==> src/rtl/tws_pkg.sv <==
// ----------------------------------------------------------------------------
// tws_pkg
// Widths, codes and shared types of the time-weighted sample statistics block.
// ----------------------------------------------------------------------------
package tws_pkg;

	localparam int VALUE_BITS  = 16;
	localparam int DUR_BITS    = 24;
	localparam int SUM_BITS    = 26;
	localparam int SCOUNT_BITS = 11;
	localparam int COUNT_BITS  = 21;
	localparam int WSUM_BITS   = 60;
	localparam int TDUR_BITS   = 44;
	localparam int PROD_BITS   = VALUE_BITS + DUR_BITS;
	localparam int STATUS_BITS = 2;

	// shared divider: widest job is the weighted mean
	localparam int DIV_NUM_BITS  = WSUM_BITS + 1;
	localparam int DIV_DEN_BITS  = TDUR_BITS;
	localparam int DIV_CNT_BITS  = $clog2(DIV_NUM_BITS + 1);
	localparam int MEAN_NUM_BITS = SUM_BITS + 1;
	localparam int VF_NUM_BITS   = COUNT_BITS + VALUE_BITS;

	// queue between front and back
	localparam int Q_DEPTH    = 4;
	localparam int Q_PTR_BITS = $clog2(Q_DEPTH);
	localparam int Q_CNT_BITS = $clog2(Q_DEPTH + 1);

	// configuration
	localparam int CFG_INDEX_BITS = 4;
	localparam int CFG_DATA_BITS  = 16;
	localparam logic [CFG_INDEX_BITS-1:0] CFG_THRESHOLD = 4'd0;
	localparam logic [CFG_INDEX_BITS-1:0] CFG_USE_MAX   = 4'd1;

	// result status
	localparam logic [STATUS_BITS-1:0] STATUS_OK       = 2'd0;
	localparam logic [STATUS_BITS-1:0] STATUS_EMPTY    = 2'd1;
	localparam logic [STATUS_BITS-1:0] STATUS_ZERO_DUR = 2'd2;

	// one record handed from front to back
	typedef struct packed {
		logic                   close;
		logic                   last;
		logic                   empty;
		logic [SUM_BITS-1:0]    sum;
		logic [SCOUNT_BITS-1:0] count;
		logic [VALUE_BITS-1:0]  peak;
		logic [DUR_BITS-1:0]    dur;
		logic [VALUE_BITS-1:0]  min_v;
		logic [VALUE_BITS-1:0]  max_v;
		logic [COUNT_BITS-1:0]  viol;
		logic [COUNT_BITS-1:0]  tot;
	} tws_entry_t;

	typedef struct packed {
		logic valid;
		logic full;
	} tws_q_status_t;

	typedef struct packed {
		logic                    start;
		logic [DIV_NUM_BITS-1:0] num;
		logic [DIV_DEN_BITS-1:0] den;
		logic [DIV_CNT_BITS-1:0] nbits;
	} tws_div_req_t;

	typedef struct packed {
		logic                    done;
		logic [DIV_NUM_BITS-1:0] quo;
	} tws_div_rsp_t;

endpackage

==> src/rtl/tws_if.sv <==
// ----------------------------------------------------------------------------
// tws channel interfaces
// Valid/ready channels for input items, results and configuration writes.
// ----------------------------------------------------------------------------
interface tws_item_if import tws_pkg::*; ();
	logic                  valid;
	logic                  ready;
	logic [VALUE_BITS-1:0] value;
	logic [DUR_BITS-1:0]   sample_duration;
	logic                  empty_sample;
	logic                  sample_end;
	logic                  set_end;

	modport source(output valid, value, sample_duration, empty_sample, sample_end, set_end,
		input ready);
	modport sink(input valid, value, sample_duration, empty_sample, sample_end, set_end,
		output ready);
endinterface

interface tws_result_if import tws_pkg::*; ();
	logic                   valid;
	logic                   ready;
	logic [VALUE_BITS-1:0]  min_value;
	logic [VALUE_BITS-1:0]  max_value;
	logic [VALUE_BITS-1:0]  weighted_metric;
	logic [VALUE_BITS-1:0]  violation_fraction;
	logic [STATUS_BITS-1:0] status;

	modport source(output valid, min_value, max_value, weighted_metric, violation_fraction,
		status, input ready);
	modport sink(input valid, min_value, max_value, weighted_metric, violation_fraction,
		status, output ready);
endinterface

interface tws_cfg_if import tws_pkg::*; ();
	logic                      valid;
	logic                      ready;
	logic [CFG_INDEX_BITS-1:0] index;
	logic [CFG_DATA_BITS-1:0]  data;

	modport source(output valid, index, data, input ready);
	modport sink(input valid, index, data, output ready);
endinterface

==> src/rtl/tws_front.sv <==
// ----------------------------------------------------------------------------
// tws_front
// Accept items, keep per-value statistics, emit sample and set records.
// ----------------------------------------------------------------------------
module tws_front import tws_pkg::*; (
	input  logic          clk,
	input  logic          arst_n,
	tws_item_if.sink      items,
	tws_cfg_if.sink       cfg,
	input  tws_q_status_t q_status,
	output logic          push,
	output tws_entry_t    push_entry,
	output logic          use_max
);

	localparam logic [SCOUNT_BITS-1:0] SCOUNT_MAX = '1;
	localparam logic [COUNT_BITS-1:0]  COUNT_MAX  = '1;

	logic [VALUE_BITS-1:0]  threshold_q;
	logic                   use_max_q;
	logic [SUM_BITS-1:0]    sum_q;
	logic [SCOUNT_BITS-1:0] scount_q;
	logic [VALUE_BITS-1:0]  peak_q;
	logic [VALUE_BITS-1:0]  min_q;
	logic [VALUE_BITS-1:0]  max_q;
	logic [COUNT_BITS-1:0]  viol_q;
	logic [COUNT_BITS-1:0]  tot_q;
	logic                   empty_q;

	logic                   fire;
	logic                   close;
	logic [SUM_BITS:0]      sum_wide;
	logic [SUM_BITS-1:0]    sum_n;
	logic [SCOUNT_BITS-1:0] scount_n;
	logic [VALUE_BITS-1:0]  peak_n;
	logic [VALUE_BITS-1:0]  min_n;
	logic [VALUE_BITS-1:0]  max_n;
	logic [COUNT_BITS-1:0]  viol_n;
	logic [COUNT_BITS-1:0]  tot_n;
	logic                   empty_n;

	assign cfg.ready   = 1'b1;
	assign items.ready = !q_status.full;
	assign fire        = items.valid && items.ready;
	assign use_max     = use_max_q;

	always_comb begin
		sum_wide = {1'b0, sum_q} + (SUM_BITS + 1)'(items.value);
		sum_n    = sum_q;
		scount_n = scount_q;
		peak_n   = peak_q;
		min_n    = min_q;
		max_n    = max_q;
		viol_n   = viol_q;
		tot_n    = tot_q;
		empty_n  = empty_q;
		if (items.empty_sample) begin
			empty_n = 1'b1;
		end else begin
			min_n    = (items.value < min_q) ? items.value : min_q;
			max_n    = (items.value > max_q) ? items.value : max_q;
			peak_n   = (items.value > peak_q) ? items.value : peak_q;
			tot_n    = (tot_q == COUNT_MAX) ? tot_q : tot_q + 1'b1;
			scount_n = (scount_q == SCOUNT_MAX) ? scount_q : scount_q + 1'b1;
			sum_n    = sum_wide[SUM_BITS] ? '1 : sum_wide[SUM_BITS-1:0];
			if (items.value > threshold_q) begin
				viol_n = (viol_q == COUNT_MAX) ? viol_q : viol_q + 1'b1;
			end
		end
		close = (items.sample_end || items.set_end) && (scount_n != '0);
	end

	assign push = fire && (close || items.set_end);

	always_comb begin
		push_entry.close = close;
		push_entry.last  = items.set_end;
		push_entry.empty = empty_n;
		push_entry.sum   = sum_n;
		push_entry.count = scount_n;
		push_entry.peak  = peak_n;
		push_entry.dur   = items.sample_duration;
		push_entry.min_v = min_n;
		push_entry.max_v = max_n;
		push_entry.viol  = viol_n;
		push_entry.tot   = tot_n;
	end

	always_ff @(posedge clk or negedge arst_n) begin
		if (!arst_n) begin
			threshold_q <= '0;
			use_max_q   <= 1'b1;
		end else if (cfg.valid && cfg.ready) begin
			if (cfg.index == CFG_THRESHOLD) begin
				threshold_q <= cfg.data[VALUE_BITS-1:0];
			end else if (cfg.index == CFG_USE_MAX) begin
				use_max_q <= cfg.data[0];
			end
		end
	end

	always_ff @(posedge clk or negedge arst_n) begin
		if (!arst_n) begin
			sum_q    <= '0;
			scount_q <= '0;
			peak_q   <= '0;
			min_q    <= '1;
			max_q    <= '0;
			viol_q   <= '0;
			tot_q    <= '0;
			empty_q  <= 1'b0;
		end else if (fire) begin
			if (items.set_end) begin
				// set done: start over
				sum_q    <= '0;
				scount_q <= '0;
				peak_q   <= '0;
				min_q    <= '1;
				max_q    <= '0;
				viol_q   <= '0;
				tot_q    <= '0;
				empty_q  <= 1'b0;
			end else begin
				min_q   <= min_n;
				max_q   <= max_n;
				viol_q  <= viol_n;
				tot_q   <= tot_n;
				empty_q <= empty_n;
				if (close) begin
					sum_q    <= '0;
					scount_q <= '0;
					peak_q   <= '0;
				end else begin
					sum_q    <= sum_n;
					scount_q <= scount_n;
					peak_q   <= peak_n;
				end
			end
		end
	end

endmodule

==> src/rtl/tws_queue.sv <==
// ----------------------------------------------------------------------------
// tws_queue
// Short record queue that lets the front and the back stall on their own.
// ----------------------------------------------------------------------------
module tws_queue import tws_pkg::*; (
	input  logic          clk,
	input  logic          arst_n,
	input  logic          push,
	input  tws_entry_t    push_entry,
	input  logic          pop,
	output tws_entry_t    head,
	output tws_q_status_t q_status
);

	tws_entry_t            slot_q [Q_DEPTH];
	logic [Q_PTR_BITS-1:0] wr_ptr_q;
	logic [Q_PTR_BITS-1:0] rd_ptr_q;
	logic [Q_CNT_BITS-1:0] count_q;

	logic do_push;
	logic do_pop;

	assign q_status.valid = (count_q != '0);
	assign q_status.full  = (count_q == Q_CNT_BITS'(Q_DEPTH));
	assign do_push        = push && !q_status.full;
	assign do_pop         = pop && q_status.valid;
	assign head           = slot_q[rd_ptr_q];

	always_ff @(posedge clk) begin
		if (do_push) begin
			slot_q[wr_ptr_q] <= push_entry;
		end
	end

	always_ff @(posedge clk or negedge arst_n) begin
		if (!arst_n) begin
			wr_ptr_q <= '0;
			rd_ptr_q <= '0;
			count_q  <= '0;
		end else begin
			if (do_push) begin
				wr_ptr_q <= wr_ptr_q + 1'b1;
			end
			if (do_pop) begin
				rd_ptr_q <= rd_ptr_q + 1'b1;
			end
			unique case ({do_push, do_pop})
				2'b10:   count_q <= count_q + 1'b1;
				2'b01:   count_q <= count_q - 1'b1;
				default: count_q <= count_q;
			endcase
		end
	end

endmodule

==> src/rtl/tws_div.sv <==
// ----------------------------------------------------------------------------
// tws_div
// Radix-2 restoring divider, one quotient bit per cycle, left-aligned input.
// ----------------------------------------------------------------------------
module tws_div import tws_pkg::*; (
	input  logic         clk,
	input  logic         arst_n,
	input  tws_div_req_t req,
	output tws_div_rsp_t rsp
);

	logic                    busy_q;
	logic                    done_q;
	logic [DIV_CNT_BITS-1:0] cnt_q;
	logic [DIV_DEN_BITS-1:0] den_q;
	logic [DIV_DEN_BITS-1:0] rem_q;
	logic [DIV_NUM_BITS-1:0] quo_q;

	logic [DIV_DEN_BITS:0]   trial;
	logic                    fits;
	logic [DIV_DEN_BITS-1:0] rem_n;

	assign rsp.done = done_q;
	assign rsp.quo  = quo_q;

	always_comb begin
		trial = {rem_q, quo_q[DIV_NUM_BITS-1]};
		fits  = (trial >= {1'b0, den_q});
		rem_n = fits ? DIV_DEN_BITS'(trial - {1'b0, den_q}) : trial[DIV_DEN_BITS-1:0];
	end

	always_ff @(posedge clk) begin
		if (req.start) begin
			den_q <= req.den;
			rem_q <= '0;
			quo_q <= req.num;
		end else if (busy_q) begin
			rem_q <= rem_n;
			quo_q <= {quo_q[DIV_NUM_BITS-2:0], fits};
		end
	end

	always_ff @(posedge clk or negedge arst_n) begin
		if (!arst_n) begin
			busy_q <= 1'b0;
			done_q <= 1'b0;
			cnt_q  <= '0;
		end else begin
			done_q <= 1'b0;
			if (req.start) begin
				busy_q <= 1'b1;
				cnt_q  <= req.nbits;
			end else if (busy_q) begin
				cnt_q <= cnt_q - 1'b1;
				if (cnt_q == DIV_CNT_BITS'(1)) begin
					busy_q <= 1'b0;
					done_q <= 1'b1;
				end
			end
		end
	end

endmodule

==> src/rtl/tws_back.sv <==
// ----------------------------------------------------------------------------
// tws_back
// Weight closed samples by duration, and finish a set into one result beat.
// ----------------------------------------------------------------------------
module tws_back import tws_pkg::*; (
	input  logic          clk,
	input  logic          arst_n,
	input  logic          use_max,
	input  tws_entry_t    head,
	input  tws_q_status_t q_status,
	output logic          pop,
	tws_result_if.source  results
);

	localparam logic [2:0] ST_IDLE = 3'd0;
	localparam logic [2:0] ST_MEAN = 3'd1;
	localparam logic [2:0] ST_MUL  = 3'd2;
	localparam logic [2:0] ST_ACC  = 3'd3;
	localparam logic [2:0] ST_FIN  = 3'd4;
	localparam logic [2:0] ST_WM   = 3'd5;
	localparam logic [2:0] ST_VF   = 3'd6;
	localparam logic [2:0] ST_OUT  = 3'd7;

	localparam logic [VALUE_BITS-1:0] OUT_MAX = '1;

	logic [2:0]            state_q;
	tws_entry_t            ent_q;
	logic [VALUE_BITS-1:0] elem_q;
	logic [PROD_BITS-1:0]  prod_q;
	logic [WSUM_BITS-1:0]  wsum_q;
	logic [TDUR_BITS-1:0]  tdur_q;
	logic [VALUE_BITS-1:0] wm_q;
	logic [VALUE_BITS-1:0] vf_q;

	logic                   res_valid_q;
	logic [VALUE_BITS-1:0]  res_min_q;
	logic [VALUE_BITS-1:0]  res_max_q;
	logic [VALUE_BITS-1:0]  res_wm_q;
	logic [VALUE_BITS-1:0]  res_vf_q;
	logic [STATUS_BITS-1:0] res_status_q;

	tws_div_req_t div_req;
	tws_div_rsp_t div_rsp;

	logic [MEAN_NUM_BITS-1:0] mean_num;
	logic [DIV_NUM_BITS-1:0]  wm_num;
	logic [WSUM_BITS:0]       wsum_wide;
	logic [TDUR_BITS:0]       tdur_wide;
	logic [VALUE_BITS-1:0]    quo_clamped;
	logic                     zero_dur;
	logic                     out_load;

	tws_div u_div (
		.clk    (clk),
		.arst_n (arst_n),
		.req    (div_req),
		.rsp    (div_rsp)
	);

	assign mean_num    = {1'b0, head.sum} + MEAN_NUM_BITS'(head.count >> 1);
	assign wm_num      = {1'b0, wsum_q} + DIV_NUM_BITS'(tdur_q >> 1);
	assign wsum_wide   = {1'b0, wsum_q} + (WSUM_BITS + 1)'(prod_q);
	assign tdur_wide   = {1'b0, tdur_q} + (TDUR_BITS + 1)'(ent_q.dur);
	assign quo_clamped = (|div_rsp.quo[DIV_NUM_BITS-1:VALUE_BITS]) ? OUT_MAX
		: div_rsp.quo[VALUE_BITS-1:0];
	assign zero_dur    = (tdur_q == '0);
	assign out_load    = (state_q == ST_OUT) && (!res_valid_q || results.ready);
	assign pop         = (state_q == ST_IDLE) && q_status.valid;

	// launch the shared divider; operands are left-aligned in its numerator
	always_comb begin
		div_req = '0;
		unique case (state_q)
			ST_IDLE: begin
				if (q_status.valid && head.close && !use_max) begin
					div_req.start = 1'b1;
					div_req.num   = {mean_num, (DIV_NUM_BITS - MEAN_NUM_BITS)'(0)};
					div_req.den   = DIV_DEN_BITS'(head.count);
					div_req.nbits = DIV_CNT_BITS'(MEAN_NUM_BITS);
				end
			end
			ST_FIN: begin
				if (!ent_q.empty && !zero_dur) begin
					div_req.start = 1'b1;
					div_req.num   = wm_num;
					div_req.den   = tdur_q;
					div_req.nbits = DIV_CNT_BITS'(DIV_NUM_BITS);
				end
			end
			ST_WM: begin
				if (div_rsp.done && ent_q.tot != '0) begin
					div_req.start = 1'b1;
					div_req.num   = {ent_q.viol, (VALUE_BITS)'(0),
						(DIV_NUM_BITS - VF_NUM_BITS)'(0)};
					div_req.den   = DIV_DEN_BITS'(ent_q.tot);
					div_req.nbits = DIV_CNT_BITS'(VF_NUM_BITS);
				end
			end
			default: begin
				div_req = '0;
			end
		endcase
	end

	always_ff @(posedge clk) begin
		unique case (state_q)
			ST_IDLE: begin
				if (q_status.valid) begin
					ent_q <= head;
					if (head.close && use_max) begin
						elem_q <= head.peak;
					end
				end
			end
			ST_MEAN: begin
				if (div_rsp.done) begin
					elem_q <= div_rsp.quo[VALUE_BITS-1:0];
				end
			end
			ST_MUL: begin
				prod_q <= elem_q * ent_q.dur;
			end
			ST_WM: begin
				if (div_rsp.done) begin
					wm_q <= quo_clamped;
					vf_q <= '0;
				end
			end
			ST_VF: begin
				if (div_rsp.done) begin
					vf_q <= quo_clamped;
				end
			end
			default: begin
				elem_q <= elem_q;
			end
		endcase
	end

	always_ff @(posedge clk or negedge arst_n) begin
		if (!arst_n) begin
			state_q <= ST_IDLE;
			wsum_q  <= '0;
			tdur_q  <= '0;
		end else begin
			unique case (state_q)
				ST_IDLE: begin
					if (q_status.valid) begin
						if (head.close) begin
							state_q <= use_max ? ST_MUL : ST_MEAN;
						end else begin
							state_q <= ST_FIN;
						end
					end
				end
				ST_MEAN: begin
					if (div_rsp.done) begin
						state_q <= ST_MUL;
					end
				end
				ST_MUL: begin
					state_q <= ST_ACC;
				end
				ST_ACC: begin
					wsum_q  <= wsum_wide[WSUM_BITS] ? '1 : wsum_wide[WSUM_BITS-1:0];
					tdur_q  <= tdur_wide[TDUR_BITS] ? '1 : tdur_wide[TDUR_BITS-1:0];
					state_q <= ent_q.last ? ST_FIN : ST_IDLE;
				end
				ST_FIN: begin
					state_q <= (ent_q.empty || zero_dur) ? ST_OUT : ST_WM;
				end
				ST_WM: begin
					if (div_rsp.done) begin
						state_q <= (ent_q.tot == '0) ? ST_OUT : ST_VF;
					end
				end
				ST_VF: begin
					if (div_rsp.done) begin
						state_q <= ST_OUT;
					end
				end
				ST_OUT: begin
					if (out_load) begin
						wsum_q  <= '0;
						tdur_q  <= '0;
						state_q <= ST_IDLE;
					end
				end
				default: begin
					state_q <= ST_IDLE;
				end
			endcase
		end
	end

	// output register: hold the beat until the sink takes it
	always_ff @(posedge clk or negedge arst_n) begin
		if (!arst_n) begin
			res_valid_q <= 1'b0;
		end else if (out_load) begin
			res_valid_q <= 1'b1;
		end else if (results.ready) begin
			res_valid_q <= 1'b0;
		end
	end

	always_ff @(posedge clk) begin
		if (out_load) begin
			res_min_q <= '0;
			res_max_q <= '0;
			res_wm_q  <= '0;
			res_vf_q  <= '0;
			priority if (ent_q.empty) begin
				res_status_q <= STATUS_EMPTY;
			end else if (zero_dur) begin
				res_status_q <= STATUS_ZERO_DUR;
			end else begin
				res_status_q <= STATUS_OK;
				res_min_q    <= ent_q.min_v;
				res_max_q    <= ent_q.max_v;
				res_wm_q     <= wm_q;
				res_vf_q     <= vf_q;
			end
		end
	end

	assign results.valid              = res_valid_q;
	assign results.min_value          = res_min_q;
	assign results.max_value          = res_max_q;
	assign results.weighted_metric    = res_wm_q;
	assign results.violation_fraction = res_vf_q;
	assign results.status             = res_status_q;

endmodule

==> src/rtl/time_weighted_sample_statistics.sv <==
// ----------------------------------------------------------------------------
// time_weighted_sample_statistics
// Running min/max, violation fraction and duration-weighted mean over a set.
// ----------------------------------------------------------------------------
// The block takes one Q0.16 value beat per cycle on items and answers every
// set_end with exactly one beat on results. The front takes a beat in every
// cycle while the four-record queue has room; only beats that close a sample
// or end a set enter the queue. The back runs a closed sample through its
// MUL and ACC states, after a MEAN state on the shared one-bit-per-cycle
// divider (27-bit quotient) in mean mode, and finishes a set with a 61-bit
// divide for the weighted metric, a 37-bit divide for the violation
// fraction, and the output load. So a stream sustains one value
// per cycle as long as samples carry enough values to hide the back's work
// per close; a burst of short samples fills the queue and items.ready drops
// until the back drains it. Configuration writes are taken in any cycle and
// must come only while the block is idle.
// ----------------------------------------------------------------------------
module time_weighted_sample_statistics import tws_pkg::*; (
	input  logic         clk,
	input  logic         arst_n,
	tws_cfg_if.sink      cfg,
	tws_item_if.sink     items,
	tws_result_if.source results
);

	// front -> queue
	logic       push;
	tws_entry_t push_entry;

	// queue -> back
	logic          pop;
	tws_entry_t    head;
	tws_q_status_t q_status;

	// mode register lives with the configuration port in the front
	logic use_max;

	// Classify beats, keep the per-value statistics and write the registers.
	tws_front u_front (
		.clk        (clk),
		.arst_n     (arst_n),
		.items      (items),
		.cfg        (cfg),
		.q_status   (q_status),
		.push       (push),
		.push_entry (push_entry),
		.use_max    (use_max)
	);

	// Hold closed-sample and set-end records until the back is free.
	tws_queue u_queue (
		.clk        (clk),
		.arst_n     (arst_n),
		.push       (push),
		.push_entry (push_entry),
		.pop        (pop),
		.head       (head),
		.q_status   (q_status)
	);

	// Weight samples, divide out the totals and drive the result beat.
	tws_back u_back (
		.clk      (clk),
		.arst_n   (arst_n),
		.use_max  (use_max),
		.head     (head),
		.q_status (q_status),
		.pop      (pop),
		.results  (results)
	);

endmodule

==> src/flat_wrapper.sv <==
// flat-port wrapper written by rule: the top's interface ports become plain ports
module time_weighted_sample_statistics_flat import tws_pkg::*;
  (clk, arst_n, cfg_valid, cfg_index, cfg_data, cfg_ready, items_valid, items_value, items_sample_duration, items_empty_sample, items_sample_end, items_set_end, items_ready, results_valid, results_min_value, results_max_value, results_weighted_metric, results_violation_fraction, results_status, results_ready);
  tws_cfg_if cfg_i ();
  tws_item_if items_i ();
  tws_result_if results_i ();
  input  logic clk;
  input  logic arst_n;
  input wire logic [$bits(cfg_i.valid)-1:0] cfg_valid;
  input wire logic [$bits(cfg_i.index)-1:0] cfg_index;
  input wire logic [$bits(cfg_i.data)-1:0] cfg_data;
  output wire logic [$bits(cfg_i.ready)-1:0] cfg_ready;
  input wire logic [$bits(items_i.valid)-1:0] items_valid;
  input wire logic [$bits(items_i.value)-1:0] items_value;
  input wire logic [$bits(items_i.sample_duration)-1:0] items_sample_duration;
  input wire logic [$bits(items_i.empty_sample)-1:0] items_empty_sample;
  input wire logic [$bits(items_i.sample_end)-1:0] items_sample_end;
  input wire logic [$bits(items_i.set_end)-1:0] items_set_end;
  output wire logic [$bits(items_i.ready)-1:0] items_ready;
  output wire logic [$bits(results_i.valid)-1:0] results_valid;
  output wire logic [$bits(results_i.min_value)-1:0] results_min_value;
  output wire logic [$bits(results_i.max_value)-1:0] results_max_value;
  output wire logic [$bits(results_i.weighted_metric)-1:0] results_weighted_metric;
  output wire logic [$bits(results_i.violation_fraction)-1:0] results_violation_fraction;
  output wire logic [$bits(results_i.status)-1:0] results_status;
  input wire logic [$bits(results_i.ready)-1:0] results_ready;
  assign cfg_i.valid = cfg_valid;
  assign cfg_i.index = cfg_index;
  assign cfg_i.data = cfg_data;
  assign cfg_ready = cfg_i.ready;
  assign items_i.valid = items_valid;
  assign items_i.value = items_value;
  assign items_i.sample_duration = items_sample_duration;
  assign items_i.empty_sample = items_empty_sample;
  assign items_i.sample_end = items_sample_end;
  assign items_i.set_end = items_set_end;
  assign items_ready = items_i.ready;
  assign results_valid = results_i.valid;
  assign results_min_value = results_i.min_value;
  assign results_max_value = results_i.max_value;
  assign results_weighted_metric = results_i.weighted_metric;
  assign results_violation_fraction = results_i.violation_fraction;
  assign results_status = results_i.status;
  assign results_i.ready = results_ready;
  time_weighted_sample_statistics u_core (.clk(clk), .arst_n(arst_n), .cfg(cfg_i), .items(items_i), .results(results_i));
endmodule
==> config.mk <==
export PLATFORM = sky130hd
export DESIGN_NAME = time_weighted_sample_statistics_flat
export DESIGN_NICKNAME = d
export VERILOG_FILES = /design/src/rtl/tws_pkg.sv /design/src/rtl/tws_if.sv /design/src/rtl/tws_front.sv /design/src/rtl/tws_queue.sv /design/src/rtl/tws_div.sv /design/src/rtl/tws_back.sv /design/src/rtl/time_weighted_sample_statistics.sv /design/src/flat_wrapper.sv
export SDC_FILE = /design/constraint.sdc
export NUM_CORES = 2
export LEC_CHECK = 0
export BUFFER_PORTS_ARGS = -buffer_cell sky130_fd_sc_hd__buf_2
export CORE_UTILIZATION = 55
export CTS_BUF_LIST = sky130_fd_sc_hd__clkbuf_8 sky130_fd_sc_hd__clkbuf_16
export CTS_CLUSTER_SIZE = 16
export DETAILED_ROUTE_END_ITERATION = 10
export PLACE_DENSITY = 0.71
export SYNTH_ARGS = -nofsm -noshare
export SYNTH_HDL_FRONTEND = slang
export SYNTH_SLANG_ARGS = --single-unit
==> constraint.sdc <==
create_clock -name clk -period 17.06 [get_ports clk]
set_clock_uncertainty 0.2 [all_clocks]
set_input_delay 0.853 -clock clk [delete_from_list [all_inputs] [get_ports clk]]
set_output_delay 0.853 -clock clk [all_outputs]
set_load 0.1 [all_outputs]
### Word level (Yosys, flattened, before mapping)

Memory sizes are Yosys's and may differ from the RTL's.
Index checks and enable logic that the tools add are counted.

* input port bits: 68
* memories: 1
* bits in read-only memories: 0
* bits in writable memories: 616
* word-level logic and storage cells: 199
* bits in registers: 671
* bits in latches: 0

Memory list
* u_core.u_queue.slot_q: words 4, bits a word 154, read ports 1, clocked after Yosys merged registers in 0, write ports 1, line tws_queue.sv:15 `tws_entry_t slot_q [Q_DEPTH];`

* $add $sub $neg: 14
* bitwise operators: 1
* $mul: 1
* order comparisons: 5
* reductions and logical operators: 44
* div/mod/pow operators: 0
* multiplexer cells: 73
* shift operators: 0
* eq/ne operators: 21

Operator list (number)
* $mux 112: 3
* $pmux 112 s3: 1
* $mux 16: 16
* $mux 21: 7
* $mux 44: 3
* $mux 61: 2
* $mux 60: 2
* $pmux 60 s2: 1
* $mux 26: 4
* $pmux 44 s2: 1
* $pmux 16 s2: 2
* $add 60x40->61: 1
* $add 60x43->61: 1
* $gt 16x16->1: 3
* $add 44x24->45: 1
* $ge 45x44->1: 1
* $reduce_or 45->1: 1
* $logic_not 44->1: 1
* $mux 11: 4
* $sub 44x44->44: 1
* $add 21x1->21 const B: 2
* $eq 21x21->1 const B: 2
* $mul 16x24->40: 1
* $add 26x10->27: 1
* other kinds (39): 97

### Depth between registers and ports, before layout

* word-level depth: 10
* gate-level depth with buffers: 25
* gate-level depth less buffers: 24

### Cells and area by module

A second synthesis with hierarchy kept.

* cells, all modules: 6480
* area total of the unflattened synthesis: 76170.6 µm²

Modules (own cells, without submodules)
* tws_back: seq. area each 10329.9 µm², cells an instance 3564, area each 33977.6 µm², times used 1
* tws_queue: seq. area each 18672.9 µm², cells an instance 842, area each 22759.3 µm², times used 1
* tws_front: seq. area each 3649.8 µm², cells an instance 1212, area each 10586.4 µm², times used 1
* tws_div: seq. area each 4234.1 µm², cells an instance 862, area each 8847.2 µm², times used 1

### Worst setup path after synthesis

OpenSTA, ideal clock, no wires.

* path kind: register to register
* from: register u_core.u_back.ent_q[82] in the netlist's numbering
* to: register u_core.u_back.prod_q[27] (data pin)
* path buffers: 1
* arrival time: 6.427 ns
* path slack: 10.238 ns
* stages on the path, launching flop included: 25
* path through: edfxtp_1 clkbuf_1 nand2_1 fa_1 inv_1 fa_1 inv_1 fa_1 inv_1 fa_1 fa_1 inv_1 fa_1 inv_1 ha_1 and4_1 nand4_1 o21a_1 o21ai_0 o21a_1 o21ai_0 a21boi_0 o31ai_1 or4b_2 o311ai_0

* cells in the longest elaborated chain, start to end: 1

Ends and longest elaborated chain
* from (decl): line tws_back.sv:27 `tws_entry_t ent_q;`
* from (signal assigned): line tws_back.sv:109 `ent_q <= head;`
* $mul 16x24->40: line tws_back.sv:121 `prod_q <= elem_q * ent_q.dur;`
* to (signal assigned): line tws_back.sv:121
* to (decl): line tws_back.sv:29 `logic [PROD_BITS-1:0] prod_q;`

Every way passes these cells.
A chain may end at the register's enable or synchronous reset.

### Final worst setup path

* from: register u_core.u_back.elem_q[3]
* to: register u_core.u_back.prod_q[38] (data pin)

* cells in the longest elaborated chain, start to end: 1

Ends and longest elaborated chain
* from (decl): line tws_back.sv:28 `logic [VALUE_BITS-1:0] elem_q;`
* from (signal assigned): line tws_back.sv:111 `elem_q <= head.peak;`
* from (signal assigned): line tws_back.sv:117 `elem_q <= div_rsp.quo[VALUE_BITS-1:0];`
* from (signal assigned): line tws_back.sv:135 `elem_q <= elem_q;`
* $mul 16x24->40: line tws_back.sv:121

Every way passes these cells.

==> metrics.cfg <==
[job]
drv_cap=0

[setup_path]
cpMostUsedCell=fa_1
critPathTopFamily=adder cells
end_kind=flop
crit_required_ns=17.36
cp_max_fo=24
cp_data_arrival_time_ns=8.48
path_buf_inv=3
startpoint_type=flop
critPathSlowestCell=edfxtp_1
path_class=flop to flop
path_cells=nand2_1 -> fa_1 -> fa_1 -> fa_1 -> fa_1 -> inv_1 -> fa_1 -> inv_1 -> fa_1 -> inv_1 -> ha_1 -> a21oi_1 -> o211ai_1 -> o31ai_1 -> o21ai_1 -> a311oi_1 -> nor3_1 -> o22a_1 -> a211o_1 -> a21oi_1 -> xnor2_1
cpPeakStageDelay_ns=0.97

[floorplan]
row_count=134
dieArea_sq_um=137000
io_pins=137
initial_core_util_pct=55.8
fp.dieH_microns=371
die_x_microns=371
coreArea_sq_um=134000

[outcome]
outcome=completed

[drt]
viasPerCell=6.17
first_pass_iters=9
antenna_left=0
drc_errors=0
drt_iter0_drc=5314
routedWlPerCell_microns=23.7
wirelength_mm=197
vias=51170

[sta]
fin_crit_ns=8.17
finalSetupTns_ns=0
max_slew_margin_pct=14.4
tightest_slew_ns=1.28
rsz0062_at_grt=false
setup_violations=0
hold_viol_final=0
min_period_over_period_pct=47.9
finalMaxSlewViolations=0
max_freq_mhz=122

[synth]
synth_cell_type_count=90
synth-edff-count=975
synthArstFlopShare_pct=20.8
ys_warn_count=0
synthesis.area_sq_um=74800
seq_area_frac_synth_pct=49.3
ys_seq_elements=1287
synth_top_flop_cell=edfxtp_1
avgSynthCellArea_sq_um=11.7
syn-instance-count=6375
synthesis.nets=7118

[global_routing]
grt_max_degree=87
grt_usage_pct=28.9
grt_pass1_vias=50522
grt_pass1_wl_mm=302
antenna_found_initial=6
gr-total-overflow=0

[power_and_ir_drop]
netSwitchingFraction_pct=25.0
p_sw_mw=2.00
irDropWorstVdd_mv=0.143
power_density_nw_per_um2=97.4
pwr-share-seq_pct=48.9
p_leak_nw=32.9
p_int_mw=5.99
comb_power_share_pct=10.8
p_clk_share_pct=40.2

[clocking]
cts_tree=yes
postCtsSetupBuffers=0
cts_buffers=140
cts_sinks=1287
cts_max_level=4
clk_pin_slew_ns=0.07
cts-root-buf=clkbuf_16
clockBufferDepth=3
clk_latency_ns=0.79

[hold_path]
hold_path.class=input pin to flop

[placement]
placed_cells=8030
port_buffers=135
gp_congestion=0.938
hpwl_mm=135

[layout]
area_delta_synth_final_pct=9.73
fin_cells=8293
drive_above_1_share_pct=10.8
nets=7148

[worst paths after layout]
kind                                                  to  cells after the start  slack, ns                startpoint
max in group asynchronous     u_core.u_queue.rd_ptr_q[1]                      3      14.51                    arst_n
min in group asynchronous       u_core.u_back.wsum_q[11]                      2       0.49                    arst_n
min reg2reg                     u_core.u_front.peak_q[4]                      1       0.30  u_core.u_front.peak_q[4]
max                             u_core.u_back.prod_q[38]                     21       8.89   u_core.u_back.elem_q[3]
max reg2reg                     u_core.u_back.prod_q[38]                     21       8.89   u_core.u_back.elem_q[3]
min                        u_core.u_front.threshold_q[8]                      3       0.07               cfg_data[8]
[worst register-to-register path, cell delays in order (launching register included)]
cell	delay (ns)
edfxtp_1	0.97
nand2_1	0.20
fa_1	0.60
fa_1	0.43
fa_1	0.49
fa_1	0.49
inv_1	0.05
fa_1	0.53
inv_1	0.05
fa_1	0.53
inv_1	0.04
ha_1	0.34
a21oi_1	0.19
o211ai_1	0.11
o31ai_1	0.66
o21ai_1	0.30
a311oi_1	0.80
nor3_1	0.11
o22a_1	0.24
a211o_1	0.27
a21oi_1	0.19
xnor2_1	0.09
[registers in the layout, summed over array words and instances, names as in the netlist, 21 cells and up]
register / cells
u_core.u_back.ent_q: 100
u_core.u_queue.slot_q: 616
u_core.u_front.tot_q: 21
u_core.u_back.u_div.den_q: 44
u_core.u_front.viol_q: 21
u_core.u_back.u_div.rem_q: 44
u_core.u_back.u_div.quo_q: 61
u_core.u_back.tdur_q: 44
u_core.u_front.sum_q: 26
u_core.u_back.wsum_q: 60
u_core.u_back.prod_q: 40
[synth_stat cells (49+ instances only)]
master      n  share of area, %
nor3_1     79              0.53
and2_1    299               2.5
xor2_1    122               1.4
a21o_1    109               1.1
nor2_1    238               1.2
edfxtp_1  975                39
xnor2_1   141               1.7
o21ai_0   344               2.3
nor4_1     50              0.42
ha_1      362               6.1
inv_1     560               2.8
fa_1      313               8.4
nand4_1    66              0.55
nand3_1   117              0.78
dfrtp_1   251               8.4
a31oi_1    65              0.54
nand2b_1   51              0.43
mux2i_1    49              0.66
a22o_1     78              0.91
mux4_2    154               4.6
nand2_1   610               3.1
and3_1     55              0.46
clkbuf_1  239               1.2
a21oi_1   369               2.5
[per-layer routing]
layer	part of all wire, %	global-route usage [%]	routed length [microns]
met1	42	40.4	83000
met2	47	46.0	91600
met3	7.5	4.53	14800
met4	3.7	10.1	7190
met5	0	0	0
[through the flow]
stage	power, mW	util [%]	hold WS (ns)	cell area, sq um	setup WS [ns]
3_3_place_gp	4.78	57.4	0.279	77000	9.09
2_1_floorplan	4.54	-	0.251	74800	10.24
6_report	7.99	61.2	0.0684	82100	8.89
4_1_cts	8.04	61.2	0.0233	82100	8.93
3_5_place_dp	4.83	57.4	0.281	77000	8.97
5_1_grt	8.26	61.2	0.0535	82100	8.69
[cell usage in the layout (no fill, tap or decap), drive strengths merged, types with 44 or more instances in the layout]
cell and count:
xor2 122, a21oi 370, and2 301, dfxtp 44, nand2b 51, fa 313, xnor2 141, clkbuf 159
nand4 66, a31oi 66, nor4 50, ha 362, a22o 78, a21o 109, nor2 238, clkinv 46
nand2 610, mux2 46, and3 55, mux2i 49, inv 593, o21ai 350, nor3 80, mux4 154
nand3 117, edfxtp 975, buf 194, dfrtp 251
[kinds of logic after synthesis]
family,share of synthesized area (%)
AND/OR/NAND/NOR,11.2
AO/OA/AOI/OAI,11.5
flip-flops,49.3
buffers and inverters,4.42
adder cells (fa/ha/maj),14.4
XOR/XNOR,3.08
multiplexers,5.99
other,0.00501
[power by group through the flow]
stage | Sequential (mW) | Clock, mW | Combinational (mW)
6_report | 3.91 | 3.22 | 0.867
2_1_floorplan | 3.97 | 0 | 0.574
3_5_place_dp | 3.97 | 0 | 0.860
3_3_place_gp | 3.94 | 0 | 0.839
5_1_grt | 3.94 | 3.38 | 0.944
4_1_cts | 3.91 | 3.26 | 0.869
[what timing repair did]
item | 4_1_cts | 5_1_grt
endpoints found under the hold margin | 62 | 0
setup endpoints to repair | 0 | 0
gates resized for setup | 0 | 0
hold buffers | 1 | 0
[layout make-up]
class	instances	area [sq um]
diodes	1	2.50
clock buffers	159	3760
clock inverters	102	1240
fillers	10417	52100
inverters	560	2110
multi-input cells	4221	34700
flip-flops and latches	1287	36900
well taps	1768	2210
repair buffers	195	1140
Note: power is estimated with default switching activity, not from simulation.
